**src/rtl/bfc_pkg.sv**
```systemverilog
// shared types, codes and constants of the box filling controller
`default_nettype none

package bfc_pkg;

  // request kinds on the input channel
  typedef enum logic [1:0] {
    REQ_PRODUCT  = 2'd0,
    REQ_ESTOP    = 2'd1,
    REQ_TICK     = 2'd2,
    REQ_HANDLING = 2'd3
  } req_e;

  // event codes reported with each result beat
  typedef enum logic [2:0] {
    EV_NONE         = 3'd0,
    EV_BOX_DONE     = 3'd1,
    EV_QUEUE_FULL   = 3'd2,
    EV_NO_BOX       = 3'd3,
    EV_STARVATION   = 3'd4,
    EV_DEFECT_LIMIT = 3'd5,
    EV_EMERGENCY    = 3'd6,
    EV_END          = 3'd7
  } event_e;

  // printer request codes
  typedef enum logic [1:0] {
    PRINT_NONE  = 2'd0,
    PRINT_BOX   = 2'd1,
    PRINT_FINAL = 2'd2
  } print_e;

  // configuration register indexes
  typedef enum logic [2:0] {
    CFG_PRODUCTS_PER_BOX = 3'd0,
    CFG_MAX_DEFECTS      = 3'd1,
    CFG_BOXES_PER_BATCH  = 3'd2,
    CFG_STARVATION_TICKS = 3'd3,
    CFG_BATCH_NUMBER     = 3'd4
  } cfg_idx_e;

  localparam int unsigned CfgIdxW   = 3;
  localparam int unsigned CfgDataW  = 16;
  localparam int unsigned GoodW     = 10;
  localparam int unsigned DefW      = 8;
  localparam int unsigned WordW     = 16;

  localparam logic [GoodW-1:0] PpbReset   = 10'd10;
  localparam logic [DefW-1:0]  MaxDefReset = 8'd5;
  localparam logic [WordW-1:0] StarveReset = 16'd1000;
  localparam logic [GoodW-1:0] GoodMax    = '1;
  localparam logic [WordW-1:0] BadMax     = '1;

  // depth of the result queue, at least two
  localparam int unsigned ResDepth = 4;

  // one result record
  typedef struct packed {
    event_e           ev;
    logic [WordW-1:0] box;
    logic [GoodW-1:0] good;
    logic [WordW-1:0] bad;
    logic [WordW-1:0] batch;
    logic             inlet;
    logic             reject;
    print_e           print;
    logic             hw;
    logic             last;
  } rec_t;

  function automatic rec_t make_rec(input event_e ev, input logic [WordW-1:0] box,
                                    input logic [GoodW-1:0] good,
                                    input logic [WordW-1:0] bad, input print_e print,
                                    input logic hw);
    rec_t r;
    r        = '0;
    r.ev     = ev;
    r.box    = box;
    r.good   = good;
    r.bad    = bad;
    r.print  = print;
    r.hw     = hw;
    return r;
  endfunction

endpackage

`default_nettype wire

```
**src/rtl/box_filling_controller_core.sv**
```systemverilog
// box filling controller: event handling, counters, valves and result queue
`default_nettype none

// results of an accepted beat are written into the result queue and leave from its head
// throughput: one input beat per cycle; each beat yields one or two result beats,
//   the result queue (four entries by default) stalls input while fewer than two slots are free
// output drains one result beat per cycle while out_stall_i is low, so two-result beats fill the queue
// reset: asynchronous active low; configuration returns to defaults, counters,
//   valves and flags clear, queue empties

module box_filling_controller_core
  import bfc_pkg::*;
#(
  parameter int unsigned Depth = ResDepth
) (
  input  wire logic               clk_i,
  input  wire logic               rst_ni,
  // configuration write port
  input  wire logic               cfg_we_i,
  input  wire logic [CfgIdxW-1:0] cfg_idx_i,
  input  wire logic [CfgDataW-1:0] cfg_data_i,
  // input beat channel
  input  wire logic               in_valid_i,
  output logic                    in_stall_o,
  input  wire logic [1:0]         req_type_i,
  input  wire logic               is_defective_i,
  input  wire logic               box_present_i,
  input  wire logic               print_room_i,
  input  wire logic               end_requested_i,
  // result beat channel
  output logic                    out_valid_o,
  input  wire logic               out_stall_i,
  output logic [2:0]              event_code_o,
  output logic [WordW-1:0]        current_box_o,
  output logic [GoodW-1:0]        good_count_o,
  output logic [WordW-1:0]        bad_count_o,
  output logic [WordW-1:0]        batch_out_o,
  output logic                    inlet_valve_open_o,
  output logic                    reject_valve_open_o,
  output logic [1:0]              print_send_o,
  output logic                    handling_wanted_o,
  output logic                    last_result_o
);

  localparam int unsigned PtrW = (Depth > 1) ? $clog2(Depth) : 1;
  localparam int unsigned CntW = $clog2(Depth + 1);

  // configuration registers
  logic [GoodW-1:0] ppb_q;
  logic [DefW-1:0]  max_def_q;
  logic [WordW-1:0] bpb_q;
  logic [WordW-1:0] starve_ticks_q;
  logic [WordW-1:0] batch_q;

  // controller state
  logic             filling_q, filling_d;
  logic [WordW-1:0] box_q, box_d;
  logic [GoodW-1:0] good_q, good_d;
  logic [WordW-1:0] bad_q, bad_d;
  logic [DefW-1:0]  phase_q, phase_d;
  logic [WordW-1:0] finished_q, finished_d;
  logic [WordW-1:0] timer_q, timer_d;
  logic             armed_q, armed_d;
  logic             inlet_q, inlet_d;
  logic             reject_q, reject_d;
  logic             ended_q, ended_d;

  // result records of the current beat
  rec_t rec0, rec1;
  logic two_res;
  logic box_done;
  logic hold_err;
  logic stop;
  rec_t tail_rec;
  logic tail_valid;

  // result queue
  rec_t            q_mem [Depth];
  logic [PtrW-1:0] wr_q, rd_q;
  logic [CntW-1:0] cnt_q;
  logic            push, pop;

  assign push = in_valid_i && !in_stall_o;
  assign pop  = out_valid_o && !out_stall_i;

  // room for the worst case of two result beats
  assign in_stall_o  = (cnt_q > CntW'(Depth - 2));
  assign out_valid_o = (cnt_q != '0);

  // ---------------------------------------------------------------------------
  // next state and result records for one input beat
  // ---------------------------------------------------------------------------
  always_comb begin
    filling_d  = filling_q;
    box_d      = box_q;
    good_d     = good_q;
    bad_d      = bad_q;
    phase_d    = phase_q;
    finished_d = finished_q;
    timer_d    = timer_q;
    armed_d    = armed_q;
    inlet_d    = inlet_q;
    reject_d   = reject_q;
    ended_d    = ended_q;
    rec0       = '0;
    rec1       = '0;
    two_res    = 1'b0;
    box_done   = 1'b0;
    hold_err   = 1'b0;
    stop       = 1'b0;
    tail_rec   = '0;
    tail_valid = 1'b0;

    unique case (req_e'(req_type_i))
      REQ_PRODUCT: begin
        // a product restarts the starvation watch unless the run is over
        if (!ended_q) begin
          armed_d = 1'b1;
          timer_d = '0;
        end
        if (!is_defective_i) begin
          reject_d = 1'b0;
          if (good_q != GoodMax) begin
            good_d = good_q + 1'b1;
          end
          if (good_d == ppb_q) begin
            stop = 1'b1;
          end
          rec0 = make_rec(EV_NONE, box_q, good_d, bad_q, PRINT_NONE, stop);
        end else begin
          reject_d = 1'b1;
          if (bad_q != BadMax) begin
            bad_d = bad_q + 1'b1;
          end
          // phase wraps at 256 and resets when it hits the limit
          phase_d = phase_q + 1'b1;
          if (phase_d == max_def_q) begin
            phase_d = '0;
            stop    = 1'b1;
          end
          rec0 = make_rec(stop ? EV_DEFECT_LIMIT : EV_NONE, box_q, good_q, bad_d,
                          PRINT_NONE, 1'b0);
        end
      end
      REQ_ESTOP: begin
        stop = 1'b1;
        rec0 = make_rec(EV_EMERGENCY, box_q, good_q, bad_q, PRINT_NONE, 1'b0);
      end
      REQ_TICK: begin
        if (armed_q) begin
          timer_d = timer_q + 1'b1;
          if (timer_d == starve_ticks_q) begin
            stop = 1'b1;
          end
        end
        rec0 = make_rec(stop ? EV_STARVATION : EV_NONE, box_q, good_q, bad_q,
                        PRINT_NONE, 1'b0);
      end
      REQ_HANDLING: begin
        rec0 = make_rec(EV_NONE, box_q, good_q, bad_q, PRINT_NONE, 1'b0);
        if (!ended_q && !filling_q) begin
          if (good_q >= ppb_q) begin
            if (print_room_i) begin
              // record carries the box before it is cleared
              rec0       = make_rec(EV_BOX_DONE, box_q, good_q, bad_q, PRINT_BOX, 1'b0);
              box_done   = 1'b1;
              finished_d = finished_q + 1'b1;
              box_d      = box_q + 1'b1;
              good_d     = '0;
              bad_d      = '0;
              phase_d    = '0;
            end else begin
              rec0     = make_rec(EV_QUEUE_FULL, box_q, good_q, bad_q, PRINT_NONE, 1'b0);
              hold_err = 1'b1;
            end
          end
          if (!hold_err) begin
            if (end_requested_i) begin
              ended_d    = 1'b1;
              armed_d    = 1'b0;
              timer_d    = '0;
              tail_rec   = make_rec(EV_END, box_d, good_d, bad_d, PRINT_FINAL, 1'b0);
              tail_valid = 1'b1;
            end else if (finished_d < bpb_q) begin
              if (box_present_i) begin
                filling_d = 1'b1;
                armed_d   = 1'b1;
                timer_d   = '0;
                inlet_d   = 1'b1;
              end else begin
                tail_rec   = make_rec(EV_NO_BOX, box_d, good_d, bad_d, PRINT_NONE, 1'b0);
                tail_valid = 1'b1;
              end
            end
          end
          // end or no-box follows a box-done record, else it is the only one
          if (tail_valid) begin
            if (box_done) begin
              rec1    = tail_rec;
              two_res = 1'b1;
            end else begin
              rec0 = tail_rec;
            end
          end
        end
      end
      default: ;
    endcase

    // closing the inlet also disarms the starvation watch
    if (stop) begin
      inlet_d   = 1'b0;
      armed_d   = 1'b0;
      timer_d   = '0;
      filling_d = 1'b0;
    end

    // valve drives after the whole step, batch id and last marks
    rec0.inlet  = inlet_d;
    rec0.reject = reject_d;
    rec0.batch  = batch_q;
    rec0.last   = !two_res;
    rec1.inlet  = inlet_d;
    rec1.reject = reject_d;
    rec1.batch  = batch_q;
    rec1.last   = 1'b1;
  end

  // ---------------------------------------------------------------------------
  // configuration and controller state
  // ---------------------------------------------------------------------------
  always_ff @(posedge clk_i or negedge rst_ni) begin
    if (!rst_ni) begin
      ppb_q          <= PpbReset;
      max_def_q      <= MaxDefReset;
      bpb_q          <= '0;
      starve_ticks_q <= StarveReset;
      batch_q        <= '0;
      filling_q      <= 1'b0;
      box_q          <= '0;
      good_q         <= '0;
      bad_q          <= '0;
      phase_q        <= '0;
      finished_q     <= '0;
      timer_q        <= '0;
      armed_q        <= 1'b0;
      inlet_q        <= 1'b0;
      reject_q       <= 1'b0;
      ended_q        <= 1'b0;
    end else begin
      if (cfg_we_i) begin
        unique case (cfg_idx_e'(cfg_idx_i))
          CFG_PRODUCTS_PER_BOX: ppb_q          <= cfg_data_i[GoodW-1:0];
          CFG_MAX_DEFECTS:      max_def_q      <= cfg_data_i[DefW-1:0];
          CFG_BOXES_PER_BATCH:  bpb_q          <= cfg_data_i;
          CFG_STARVATION_TICKS: starve_ticks_q <= cfg_data_i;
          CFG_BATCH_NUMBER:     batch_q        <= cfg_data_i;
          default: ;
        endcase
      end
      if (push) begin
        filling_q  <= filling_d;
        box_q      <= box_d;
        good_q     <= good_d;
        bad_q      <= bad_d;
        phase_q    <= phase_d;
        finished_q <= finished_d;
        timer_q    <= timer_d;
        armed_q    <= armed_d;
        inlet_q    <= inlet_d;
        reject_q   <= reject_d;
        ended_q    <= ended_d;
      end
    end
  end

  // ---------------------------------------------------------------------------
  // result queue: one or two writes per input beat, one read per output beat
  // ---------------------------------------------------------------------------
  always_ff @(posedge clk_i or negedge rst_ni) begin
    if (!rst_ni) begin
      wr_q  <= '0;
      rd_q  <= '0;
      cnt_q <= '0;
    end else begin
      if (push) begin
        wr_q <= two_res ? PtrW'(wr_q + 2'd2) : PtrW'(wr_q + 1'b1);
      end
      if (pop) begin
        rd_q <= PtrW'(rd_q + 1'b1);
      end
      cnt_q <= CntW'(cnt_q + (push ? (two_res ? CntW'(2) : CntW'(1)) : CntW'(0))
                     - (pop ? CntW'(1) : CntW'(0)));
    end
  end

  // payload storage, no reset
  always_ff @(posedge clk_i) begin
    if (push) begin
      q_mem[wr_q] <= rec0;
      if (two_res) begin
        q_mem[PtrW'(wr_q + 1'b1)] <= rec1;
      end
    end
  end

  // output fields from the queue head
  assign event_code_o        = q_mem[rd_q].ev;
  assign current_box_o       = q_mem[rd_q].box;
  assign good_count_o        = q_mem[rd_q].good;
  assign bad_count_o         = q_mem[rd_q].bad;
  assign batch_out_o         = q_mem[rd_q].batch;
  assign inlet_valve_open_o  = q_mem[rd_q].inlet;
  assign reject_valve_open_o = q_mem[rd_q].reject;
  assign print_send_o        = q_mem[rd_q].print;
  assign handling_wanted_o   = q_mem[rd_q].hw;
  assign last_result_o       = q_mem[rd_q].last;

endmodule

`default_nettype wire
```
**config.mk**
```make
export PLATFORM = sky130hd
export DESIGN_NAME = box_filling_controller_core
export DESIGN_NICKNAME = d
export VERILOG_FILES = /design/src/rtl/bfc_pkg.sv /design/src/rtl/box_filling_controller_core.sv
export SDC_FILE = /design/constraint.sdc
export NUM_CORES = 1
export LEC_CHECK = 0
export ABC_AREA = 1
export ABC_CLOCK_PERIOD_IN_PS = 16570
export BUFFER_PORTS_ARGS = -buffer_cell sky130_fd_sc_hd__buf_2
export CAP_MARGIN = 40
export CELL_PAD_IN_SITES_DETAIL_PLACEMENT = 1
export CELL_PAD_IN_SITES_GLOBAL_PLACEMENT = 1
export CORE_MARGIN = 2
export CORE_UTILIZATION = 35
export DETAILED_ROUTE_END_ITERATION = 12
export PLACE_DENSITY = 0.73
export SKIP_LAST_GASP = 1
export SLEW_MARGIN = 10
export SYNTH_ARGS = -nofsm -noshare
export SYNTH_HDL_FRONTEND = slang
export SYNTH_SLANG_ARGS = --single-unit
```
**constraint.sdc**
```tcl
create_clock -name clk_i -period 16.57 [get_ports clk_i]
set_input_delay 3.314 -clock clk_i [delete_from_list [all_inputs] [get_ports clk_i]]
set_output_delay 3.314 -clock clk_i [all_outputs]
set_load 0.005 [all_outputs]
```
==> reports/results.txt, run 1 <==
Core Region: 61710 um^2
Cell Area, Placed: 23130 um^2
Share of layout cells above drive strength 1: 10.37%
H-tree depth: 2
Synth area leader: edfxtp_1
Number of synthesized register bits: 428
Req. time, crit path: 17.00 ns
Slew @ Worst Pin: 0.8539 ns
First-pass GRT wire length: 105900 um
GRT Residual Overflow: 0
Post-Synthesis Net Count: 2568
Syn avg cell area: 8.741 um^2
Max-slew violation count: 0
Post-synthesis adder-cell area fraction: 2.268%
Outcome: completed
YS warnings: 0
Tmin final: 7.730 ns
Largest cells by area after synthesis: edfxtp_1 (35%), dfrtp_1 (17%), nand2_1 (9.7%), nor2_1 (6.9%), o21ai_0 (6.7%)
Final Wtd Congestion: 0.8878
Min Hold Slack: 0.4815 ns
Clk slew on worst S/H paths: 0.06 ns
PwrDens: 153.1 nW/um^2
Leak: 10.41 nW
Starting Density: 35.40%
Overall Global Routing Usage: 21.23%
DRC errors left: 0
Fin. Hold Viols: 0
Vias in the first global route: 18550
Clk root buf: clkbuf_16
Register area share after synthesis: 54.68%
Routed Antenna Nets: 0
Combinational family with the most area after synthesis: simple AND/OR/NAND/NOR gates
Drt initial violations: 1232
Post-Synthesis Cells: 2499
Total number of vias: 17850
Setup violators final: 0
Detailed Routing Iterations Pass 1: 5
Die H: 253.8 um
Max Cap Violations: 0
Cell area after synthesis: 21840 um^2
Commonest cells post-synth: nand2_1 (566), nor2_1 (401), o21ai_0 (294), edfxtp_1 (256), inv_1 (204)
Post-synth top flop: edfxtp_1
Post-synth cell types: 52
Max Buffers Root-to-Sink: 3
Setup TNS: 0 ns
Area grow syn2layout: 13.19%
Full die area: 64430 um^2
Detailed Route WL: 68460 um
Worst Hold Class: register to register
Synth Area in XOR/XNOR: 3.145%
Number of flops mapped to enable cells by yosys: 256
Peak supply drop: 67.73 uV
Fmax: 129.4 MHz
Area share of the largest cell type after synthesis: 35.19%
Ports: 99
Asr flop ratio synth: 37.38%
CTS buffer count: 48
Drt via density: 5.204
Worst-Skew Late Latency: 0.60 ns
PostCTS Resize Cnt: 0
Multiplexer share of the synthesized area: 0.09164%
RSZ-0062 raised after global routing: no
Drt wl/cell: 19.95 um
Setup crit end kind: register
Final worst slack: 8.840 ns
Synth Area in Simple Gates: 23.64%
Count of input and output buffers: 98
Post-CTS setup repair buffer count: 0
Hold buffer count at cts: 0
CP Class: primary input to register
Synth Area in Compound Gates: 9.926%
FILL cells: 7286
CTS tree: done
Critical path startpoint category: primary input
Fin nets: 2622
Final Cycle Share: 46.65%
Detailed placer's ending HPWL: 47840 um
Row cnt: 91
Most common cell in the synthesized netlist: nand2_1
Die width: 253.8 um
Largest net degree at the start of global routing: 79
Crit path max fanout: 58
Clock skew: 0.01970 ns
Initial antenna violation count: 1
Pre-CTS setup slack: 8.197 ns
Slew headroom: 42.47%
CTS Sinks: 428
CP Data Arrival Time: 8.16 ns
Post-route cell area: 24730 um^2
state kept, by name (all words and copies together) (netlist names), 16 cells and up:
register / cells
q_mem: 268
starve_ticks_q: 16
bpb_q: 16
finished_q: 16
box_q: 16
timer_q: 16
bad_q: 16
batch_q: 16
report_power, final:
group / leakage, nW / internal, W / switching (W) / total [W]
logic: 5.17 / 0.000398 / 0.000865 / 0.00126
registers: 4.47 / 0.00131 / 0.000128 / 0.00144
clock network: 0.766 / 0.000625 / 0.000455 / 0.00108
total: 10.4 / 0.00234 / 0.00145 / 0.00379
through the flow:
step	instances	total power, W	utilization [%]
global placement	3329	0.002652	37.19
CTS	3429	0.003815	40.05
detailed placement	3339	0.002725	37.48
floorplan	2499	0.002199	-
finish	3431	0.003785	40.07
global route	3430	0.004001	40.06
worst paths after layout:
check | from | endpoint | slack, ns | cells after the start
max in group asynchronous | rst_ni | starve_ticks_q[8] | 12.61 | 4
min in group asynchronous | rst_ni | bad_q[0] | 2.58 | 1
hold / removal | batch_q[6] | batch_q[6] | 0.48 | 2
setup / recovery | print_room_i | q_mem[1][5] | 8.84 | 21
setup reg to reg | ppb_q[3] | q_mem[1][5] | 10.32 | 26
hold reg to reg | batch_q[6] | batch_q[6] | 0.48 | 2
cell families after synthesis:
| family | Yosys count |
|---|---|
| simple gates | 1217 |
| compound gates | 406 |
| mux | 2 |
| fa+ha+maj | 39 |
| flops | 428 |
| xor+xnor | 72 |
| buf+inv | 335 |
worst max-delay path: stages:
cell	delay, ns
buf_2	0.15
nand2_4	0.11
inv_2	0.11
nand2_1	0.09
nor2_1	0.14
nand2_1	0.12
nor3_2	0.21
nand3_1	0.16
nor3_1	0.22
xor2_1	0.25
ha_1	0.29
nand2_1	0.09
a21oi_1	0.05
a211oi_1	0.36
nand3_2	0.20
nand2_4	0.22
nand3_2	0.43
nand2_2	0.40
buf_4	0.69
inv_2	0.31
nor2_1	0.20
cells in the final DEF (no fill, tap or decap), drive strengths merged, types with 38 or more instances in the layout:
master | netlist | layout
buf | 33 | 122
clkbuf | 85 | 70
dfrtp | 150 | 150
edfxtp | 256 | 256
ha | 38 | 38
inv | 214 | 216
nand2 | 582 | 582
nand3 | 129 | 129
nand4 | 39 | 39
nor2 | 412 | 412
o21ai | 294 | 294
o22ai | 81 | 81
xor2 | 55 | 55
cell type report:
cell class | count | area (um^2) | share of cell area, %
Antenna cell | 1 | 2.502 | 0.01012
Clock buffer | 70 | 1368 | 5.531
Clock inverter | 20 | 222.7 | 0.9008
Inverter | 217 | 819.5 | 3.315
Multi-Input combinational cell | 1736 | 8538 | 34.53
Sequential cell | 428 | 11950 | 48.33
Tap cell | 837 | 1047 | 4.236
Timing Repair Buffer | 122 | 778.2 | 3.148
per-layer routing:
layer / wire length (um) / share of wire, % / vias up / global-route usage (%)
met2: 32460 / 47 / 398 / 35.46
met5: 0 / 0 / - / 0
met1: 30630 / 45 / 8940 / 28.41
met3: 3653 / 5.3 / 92 / 3.401
met4: 1719 / 2.5 / 0 / 6.218
li1: - / - / 8424 / -
(Power assumes the default switching activity.)
==> run 2: changes to the inputs <==
--- a/config.mk
+++ b/config.mk
@@ -5,8 +5,8 @@
 export SDC_FILE = /design/constraint.sdc
 export NUM_CORES = 1
 export LEC_CHECK = 0
-export ABC_AREA = 1
-export ABC_CLOCK_PERIOD_IN_PS = 16570
+export ABC_AREA = 0
+export ABC_CLOCK_PERIOD_IN_PS = 7900
 export BUFFER_PORTS_ARGS = -buffer_cell sky130_fd_sc_hd__buf_2
 export CAP_MARGIN = 40
 export CELL_PAD_IN_SITES_DETAIL_PLACEMENT = 1
@@ -14,7 +14,7 @@
 export CORE_MARGIN = 2
 export CORE_UTILIZATION = 35
 export DETAILED_ROUTE_END_ITERATION = 12
-export PLACE_DENSITY = 0.73
+export PLACE_DENSITY = 0.7
 export SKIP_LAST_GASP = 1
 export SLEW_MARGIN = 10
 export SYNTH_ARGS = -nofsm -noshare
==> constraint.sdc (replaced) <==
create_clock -name clk_i -period 7.9 [get_ports clk_i]
set_input_delay 1.58 -clock clk_i [delete_from_list [all_inputs] [get_ports clk_i]]
set_output_delay 1.58 -clock clk_i [all_outputs]
set_load 0.005 [all_outputs]
==> reports/results.txt, run 2 <==
Outcome: completed
Register area share after synthesis: 54.48% (-0.20 points)
Multiplexer share of the synthesized area: 9.890% (+9.8 points)
Largest register FFs: 268 (unchanged)
Initial antenna violation count: 4 (+3)
Post-synth top flop: edfxtp_1
Commonest non-fill, non-tap cell in the layout: edfxtp_1
Post-synthesis adder-cell area fraction: 2.260% (-0.0083 points)
Syn avg cell area: 11.55 um^2 (+32%)
Fmax: 151.1 MHz
Clk root buf: clkbuf_16
Setup violators final: 0 (unchanged)
Post-CTS setup repair buffer count: 0 (unchanged)
Clk slew on worst S/H paths: 0.06 ns (about the same)
M1 GR Usage: 26.31% (-2.1 points)
PwrDens: 286.4 nW/um^2 (+87%)
Ports: 99 (unchanged)
Max Cap Violations: 0 (unchanged)
Worst-Skew Late Latency: 0.60 ns (about the same)
Reg-to-Reg End: q_mem[2][17]
Final Cycle Share: 83.76%
Final Wtd Congestion: 0.8616 (-3.0%)
CTS tree: done
Critical path startpoint category: register
Commonest cells post-synth: edfxtp_1 (256), nor2_1 (197), nand2_1 (155), dfrtp_1 (150), o21ai_0 (115)
Hold buffer count at cts: 0 (unchanged)
Core Region: 61830 um^2 (+0.18%)
Slew headroom: 42.01% (-0.46 points)
Detailed placer's ending HPWL: 43510 um (-9.1%)
Top reg by flops: q_mem
Row cnt: 91 (unchanged)
Clock skew: 0.02048 ns (+0.0007817 ns)
First-pass GRT wire length: 98750 um (-6.8%)
Peak supply drop: 132.6 uV (+96%)
Combinational family with the most area after synthesis: simple AND/OR/NAND/NOR gates
Grt met2 use: 33.15% (-2.3 points)
Pre-CTS setup slack: 1.410 ns (-6.787 ns)
Routed Antenna Nets: 0 (unchanged)
GRT Residual Overflow: 0 (unchanged)
Die width: 254.3 um (+0.18%)
Starting Density: 35.46% (+0.064 points)
CP Launch Point: good_q[9]
Crit path max fanout: 45 (-22%)
Drt wl/cell: 21.97 um (+10%)
Highest-count cells in the layout ignoring fill and taps: edfxtp_1 (256), nor2_1 (197), nand2_1 (154)
Detailed Route WL: 62870 um (-8.2%)
Worst flop-to-flop path startpoint: good_q[9]
Number of synthesized register bits: 428 (unchanged)
Drt via density: 5.479 (+5.3%)
Worst Reg-to-Reg Cells: 18 (-31%)
Post-Synthesis Net Count: 1967 (-23%)
CTS Sinks: 428 (unchanged)
Overall Global Routing Usage: 19.79% (-1.4 points)
H-tree depth: 2 (unchanged)
FILL cells: 6624 (-9.1%)
Synth Area in Simple Gates: 15.28% (-8.4 points)
Largest net degree at the start of global routing: 59 (-25%)
Leak: 9.573 nW (-8.0%)
CP Class: register to register
Worst Hold Class: register to register
Final worst slack: 1.283 ns (-7.557 ns)
Share of layout cells above drive strength 1: 19.11% (+8.7 points)
Drt initial violations: 1171 (-5.0%)
PostCTS Resize Cnt: 0 (unchanged)
Max Buffers Root-to-Sink: 3 (unchanged)
Synth Area in Compound Gates: 10.90% (+0.97 points)
Number of flops mapped to enable cells by yosys: 256 (unchanged)
Full die area: 64660 um^2 (+0.36%)
GR Util met3: 3.337% (-0.063 points)
Area grow syn2layout: 14.42%
Post-synth cell types: 90 (+73%)
Die H: 254.3 um (+0.18%)
Fin. Hold Viols: 0 (unchanged)
Diode count: 0 (-1)
Hold Path Depth: 2 (unchanged)
GRT busiest layer: met2
Vias in the first global route: 16930 (-8.7%)
RSZ-0062 raised after global routing: no
Largest cells by area after synthesis: edfxtp_1 (35%), dfrtp_1 (17%), mux4_2 (6.9%), nor2_1 (3.4%), nand2_1 (2.7%)
Most common cell in the synthesized netlist: edfxtp_1
DRC errors left: 0 (unchanged)
Total Power: 0.007185 W (+90%)
Area share of the largest cell type after synthesis: 35.06% (-0.13 points)
Slew @ Worst Pin: 0.8632 ns (+0.009282 ns)
Count of input and output buffers: 98 (unchanged)
Synth area leader: edfxtp_1
Detailed Routing Iterations Pass 1: 5 (unchanged)
Asr flop ratio synth: 37.38% (unchanged)
Setup TNS: 0 ns (unchanged)
R2R setup slack: 1.28 ns (-9.04 ns)
Setup crit end kind: register
Req. time, crit path: 8.18 ns (-8.82 ns)
Cell area after synthesis: 21920 um^2 (+0.37%)
Fin nets: 2057 (-22%)
Total number of vias: 15680 (-12%)
Post-layout util: 40.57% (+0.51 points)
YS warnings: 0 (unchanged)
Post-Synthesis Cells: 1898 (-24%)
Synth Area in XOR/XNOR: 4.097% (+0.95 points)
CP Data Arrival Time: 6.89 ns (-1.27 ns)
CTS buffer count: 47 (-2.1%)
Crit path capture: q_mem[2][17]
Tmin final: 6.617 ns
Max-slew violation count: 0 (unchanged)
==> run 2: cells by family after synthesis <==
family	count (synthesis)
and+or+nand+nor	678
DFF	428
AOI/OAI and AO/OA	361
buffers and inverters	164
muxes	127
xor gates and xnor gates	101
adders and majority gates	39
==> run 2: layout make-up <==
class	instances	area [um^2]	area share [%]
multi-input combinational	1306	9325	37.17
inverter	60	230.2	0.9178
clock inverter	18	207.7	0.8280
sequential	428	11950	47.63
tap	837	1047	4.175
timing repair buffer	145	1011	4.030
clock buffer	68	1315	5.242
==> run 2: critical path, stage by stage, from the launching register on <==
cell and delay, ns:
dfrtp_1 0.53, ha_1 0.40, nand4_1 0.17, o31ai_1 0.57, o21ai_1 0.20, nor4_1 0.60
and3_1 0.32, nand3_1 0.12, xnor2_1 0.15, ha_1 0.29, a21oi_1 0.16, nor2b_1 0.08
a2111o_1 0.43, o41a_1 0.50, buf_4 0.22, nor3_4 0.52, nor2_4 0.11, inv_4 0.51
buf_12 0.31
==> run 2: metal layers <==
metal	vias to the layer above	routed length, um
met5	-	53
met4	8	1581
met3	103	3384
met2	364	30410
met1	8042	27440
li1	7163	-
==> run 2: worst min-delay path by stage <==
stage	start	to
after floorplan	q_mem[2][1]	q_mem[2][1]
after global placement	q_mem[2][1]	q_mem[2][1]
after detailed placement	q_mem[2][2]	q_mem[2][2]
after CTS	q_mem[2][2]	q_mem[2][2]
after global routing	finished_q[15]	finished_q[15]
final	q_mem[2][2]	q_mem[2][2]
==> run 2: through the flow <==
| stage | instance area (um^2) | cells | hold slack, ns |
|---|---|---|---|
| after global routing | 25090 | 2862 | 0.5091 |
| after floorplan | 21920 | 1898 | 0.4286 |
| after global placement | 23350 | 2763 | 0.4360 |
| after detailed placement | 23560 | 2776 | 0.4653 |
| after CTS | 25090 | 2862 | 0.4739 |
| final | 25090 | 2862 | 0.4839 |
==> run 2: report_power, final <==
group	total [W]	switching (W)	internal [W]
clock	0.00219	0.000927	0.00126
combinational	0.00201	0.00110	0.000912
sequential	0.00298	0.000272	0.00271
==> run 3: changes to the inputs <==
--- a/config.mk
+++ b/config.mk
@@ -5,8 +5,8 @@
 export SDC_FILE = /design/constraint.sdc
 export NUM_CORES = 1
 export LEC_CHECK = 0
-export ABC_AREA = 0
-export ABC_CLOCK_PERIOD_IN_PS = 7900
+export ABC_AREA = 1
+export ABC_CLOCK_PERIOD_IN_PS = 6700
 export BUFFER_PORTS_ARGS = -buffer_cell sky130_fd_sc_hd__buf_2
 export CAP_MARGIN = 40
 export CELL_PAD_IN_SITES_DETAIL_PLACEMENT = 1
@@ -14,7 +14,7 @@
 export CORE_MARGIN = 2
 export CORE_UTILIZATION = 35
 export DETAILED_ROUTE_END_ITERATION = 12
-export PLACE_DENSITY = 0.7
+export PLACE_DENSITY = 0.73
 export SKIP_LAST_GASP = 1
 export SLEW_MARGIN = 10
 export SYNTH_ARGS = -nofsm -noshare
==> constraint.sdc (replaced) <==
create_clock -name clk_i -period 6.7 [get_ports clk_i]
set_input_delay 1.34 -clock clk_i [delete_from_list [all_inputs] [get_ports clk_i]]
set_output_delay 1.34 -clock clk_i [all_outputs]
set_load 0.005 [all_outputs]
==> reports/results.txt, run 3 (same netlist as run 1, synthesis figures left out) <==
Row cnt: 91 (unchanged)
Total number of vias: 17980 (+15%)
Worst Reg-to-Reg Cells: 25 (+7)
Max-slew violation count: 0 (unchanged)
Slew headroom: 38.96% (-3.1 points)
CP max-delay cell: nand2_2
Highest-count cells in the layout ignoring fill and taps: nand2_1 (565), nor2_1 (401), o21ai_0 (294)
Hold wc startpoint: q_mem[1][0]
Setup TNS: 0 ns (unchanged)
Drt initial violations: 1179 (+0.68%)
Detailed Routing Iterations Pass 1: 6 (+1)
Drt wl/cell: 20.04 um (-8.8%)
Routed Antenna Nets: 0 (unchanged)
Max Cap Violations: 0 (unchanged)
Critical path startpoint category: register
Slew @ Worst Pin: 0.9061 ns (+0.04289 ns)
PwrDens: 379.7 nW/um^2 (+33%)
Top reg by flops: q_mem
Hold EP: q_mem[1][0]
Post-CTS setup repair buffer count: 0 (unchanged)
Sequential Area: 11950 um^2 (unchanged)
DRC errors left: 0 (unchanged)
Largest register FFs: 268 (unchanged)
Area grow syn2layout: 13.36%
Post-layout util: 40.13% (-0.45 points)
Commonest non-fill, non-tap cell in the layout: nand2_1
Diode count: 0 (unchanged)
H-tree depth: 2 (unchanged)
Fin nets: 2627 (+28%)
Largest net degree at the start of global routing: 92 (+56%)
Ports: 99 (unchanged)
Starting Density: 35.40% (-0.064 points)
Vias in the first global route: 18870 (+11%)
Worst flop-to-flop path startpoint: ppb_q[3]
Peak supply drop: 188.1 uV (+42%)
First-pass GRT wire length: 107600 um (+9.0%)
Reg-to-Reg End: q_mem[1][28]
Die width: 253.8 um (-0.18%)
CTS Sinks: 428 (unchanged)
R2R setup slack: 1.00 ns (-0.28 ns)
Setup crit end kind: register
Initial antenna violation count: 0 (-4)
Max Buffers Root-to-Sink: 3 (unchanged)
Core Region: 61710 um^2 (-0.18%)
Req. time, crit path: 6.98 ns (-1.20 ns)
Largest stage delay on the critical path: 0.55 ns (-0.05 ns)
Crit path max fanout: 20 (-56%)
PostCTS Resize Cnt: 0 (unchanged)
GRT Residual Overflow: 0 (unchanged)
CP Data Arrival Time: 5.98 ns (-0.91 ns)
Worst-Skew Late Latency: 0.60 ns (about the same)
Clk root buf: clkbuf_16
Fin. Hold Viols: 0 (unchanged)
Full die area: 64430 um^2 (-0.36%)
Overall Global Routing Usage: 21.51% (+1.7 points)
Die H: 253.8 um (-0.18%)
Final Cycle Share: 85.04% (+1.3 points)
Setup violators final: 0 (unchanged)
Share of layout cells above drive strength 1: 10.36% (-8.7 points)
CTS tree: done
Tmin final: 5.698 ns (-0.9189 ns)
Hold buffer count at cts: 0 (unchanged)
FILL cells: 7308 (+10%)
Most used cell, CP: nand2_1
Area of the multi-input gates: 8538 um^2 (-8.4%)
CTS buffer count: 48 (+2.1%)
Buf/Inv on CP: 3 (unchanged)
Count of input and output buffers: 98 (unchanged)
Clock skew: 0.01813 ns (-0.002349 ns)
Outcome: completed
Fmax: 175.5 MHz (+16%)
Hold Path Depth: 2 (unchanged)
Clk slew on worst S/H paths: 0.06 ns (about the same)
Top Family by Delay on Critical Path: simple AND/OR/NAND/NOR gates
Detailed placer's ending HPWL: 47800 um (+9.9%)
Drt via density: 5.237 (-4.4%)
Worst Hold Class: register to register
Leak: 10.44 nW (+9.1%)
CP Class: register to register
Detailed Route WL: 68790 um (+9.4%)
Final Wtd Congestion: 0.8425 (-2.2%)
RSZ-0062 raised after global routing: no
==> run 3: cell types whose count changed in the layout (fill, tap and decap cells not counted), sizes merged, moves of 76 or more <==
cell | before | now
nand2 | 155 | 582
nor2 | 200 | 412
o21ai | 129 | 294
inv | 59 | 215
and2 | 78 | 1
o22ai | 5 | 81
==> run 3: per-stage QoR <==
step	worst slack, ns	hold WS, ns	total power [W]	cell area, um^2	std cells
3_5_place_dp	0.8716	0.4591	0.006785	23170	3344
6_report	1.002	0.4776	0.009403	24760	3433
4_1_cts	0.9518	0.4747	0.009482	24740	3432
3_3_place_gp	1.079	0.4531	0.006621	23070	3337
5_1_grt	0.5370	0.5011	0.009954	24760	3433
2_1_floorplan	1.051	0.4386	0.005438	21840	2499
==> run 3: report_power, final <==
part	internal [W]	switching [W]
clock	0.00156	0.00111
sequential	0.00325	0.000300
combinational	0.00101	0.00217
total	0.00582	0.00358
==> run 3: how the worst max path moves through the flow <==
stage	start	end	slack, ns	cells past startpoint
finish	ppb_q[3]	q_mem[1][28]	1.00	25
global route	good_q[0]	q_mem[1][32]	0.54	24
CTS	ppb_q[3]	q_mem[1][32]	0.95	23
detailed placement	print_room_i	q_mem[1][32]	0.87	18
global placement	print_room_i	q_mem[1][32]	1.08	18
floorplan	print_room_i	q_mem[1][12]	1.05	20
==> run 3: area by class of cell <==
| cell class | count | area share [%] |
|---|---|---|
| sequential | 428 | 48.25 |
| multi-input combinational | 1736 | 34.48 |
| clock buffer | 63 | 5.240 |
| tap | 837 | 4.229 |
| timing repair buffer | 127 | 3.395 |
| inverter | 217 | 3.310 |
| clock inverter | 25 | 1.091 |
==> run 3: worst reg2reg max path, cell delays in order (launching register included) <==
cell	delay [ns]
dfstp_2	0.54
inv_1	0.06
ha_1	0.31
nand2_1	0.07
nand2_1	0.05
nand2_1	0.05
nand2_1	0.06
nand2_1	0.10
nand3_4	0.17
nand2_4	0.12
nor4_1	0.34
nand3_1	0.23
inv_1	0.14
nand4_1	0.15
a21boi_0	0.19
ha_1	0.29
nand2_1	0.08
o21ai_0	0.12
nand3_1	0.09
a21oi_1	0.06
a211oi_1	0.37
nand3_2	0.21
nand2_4	0.22
nand3_2	0.43
nand2_2	0.56
buf_4	0.37
==> run 3: routing by layer <==
metal | track usage, % | vias to the layer above | wire [um]
met5 | 0 | - | 0
met4 | 6.571 | 0 | 1834
met3 | 3.329 | 114 | 4267
met2 | 35.83 | 447 | 32730
met1 | 28.81 | 8991 | 29950
li1 | - | 8425 | -
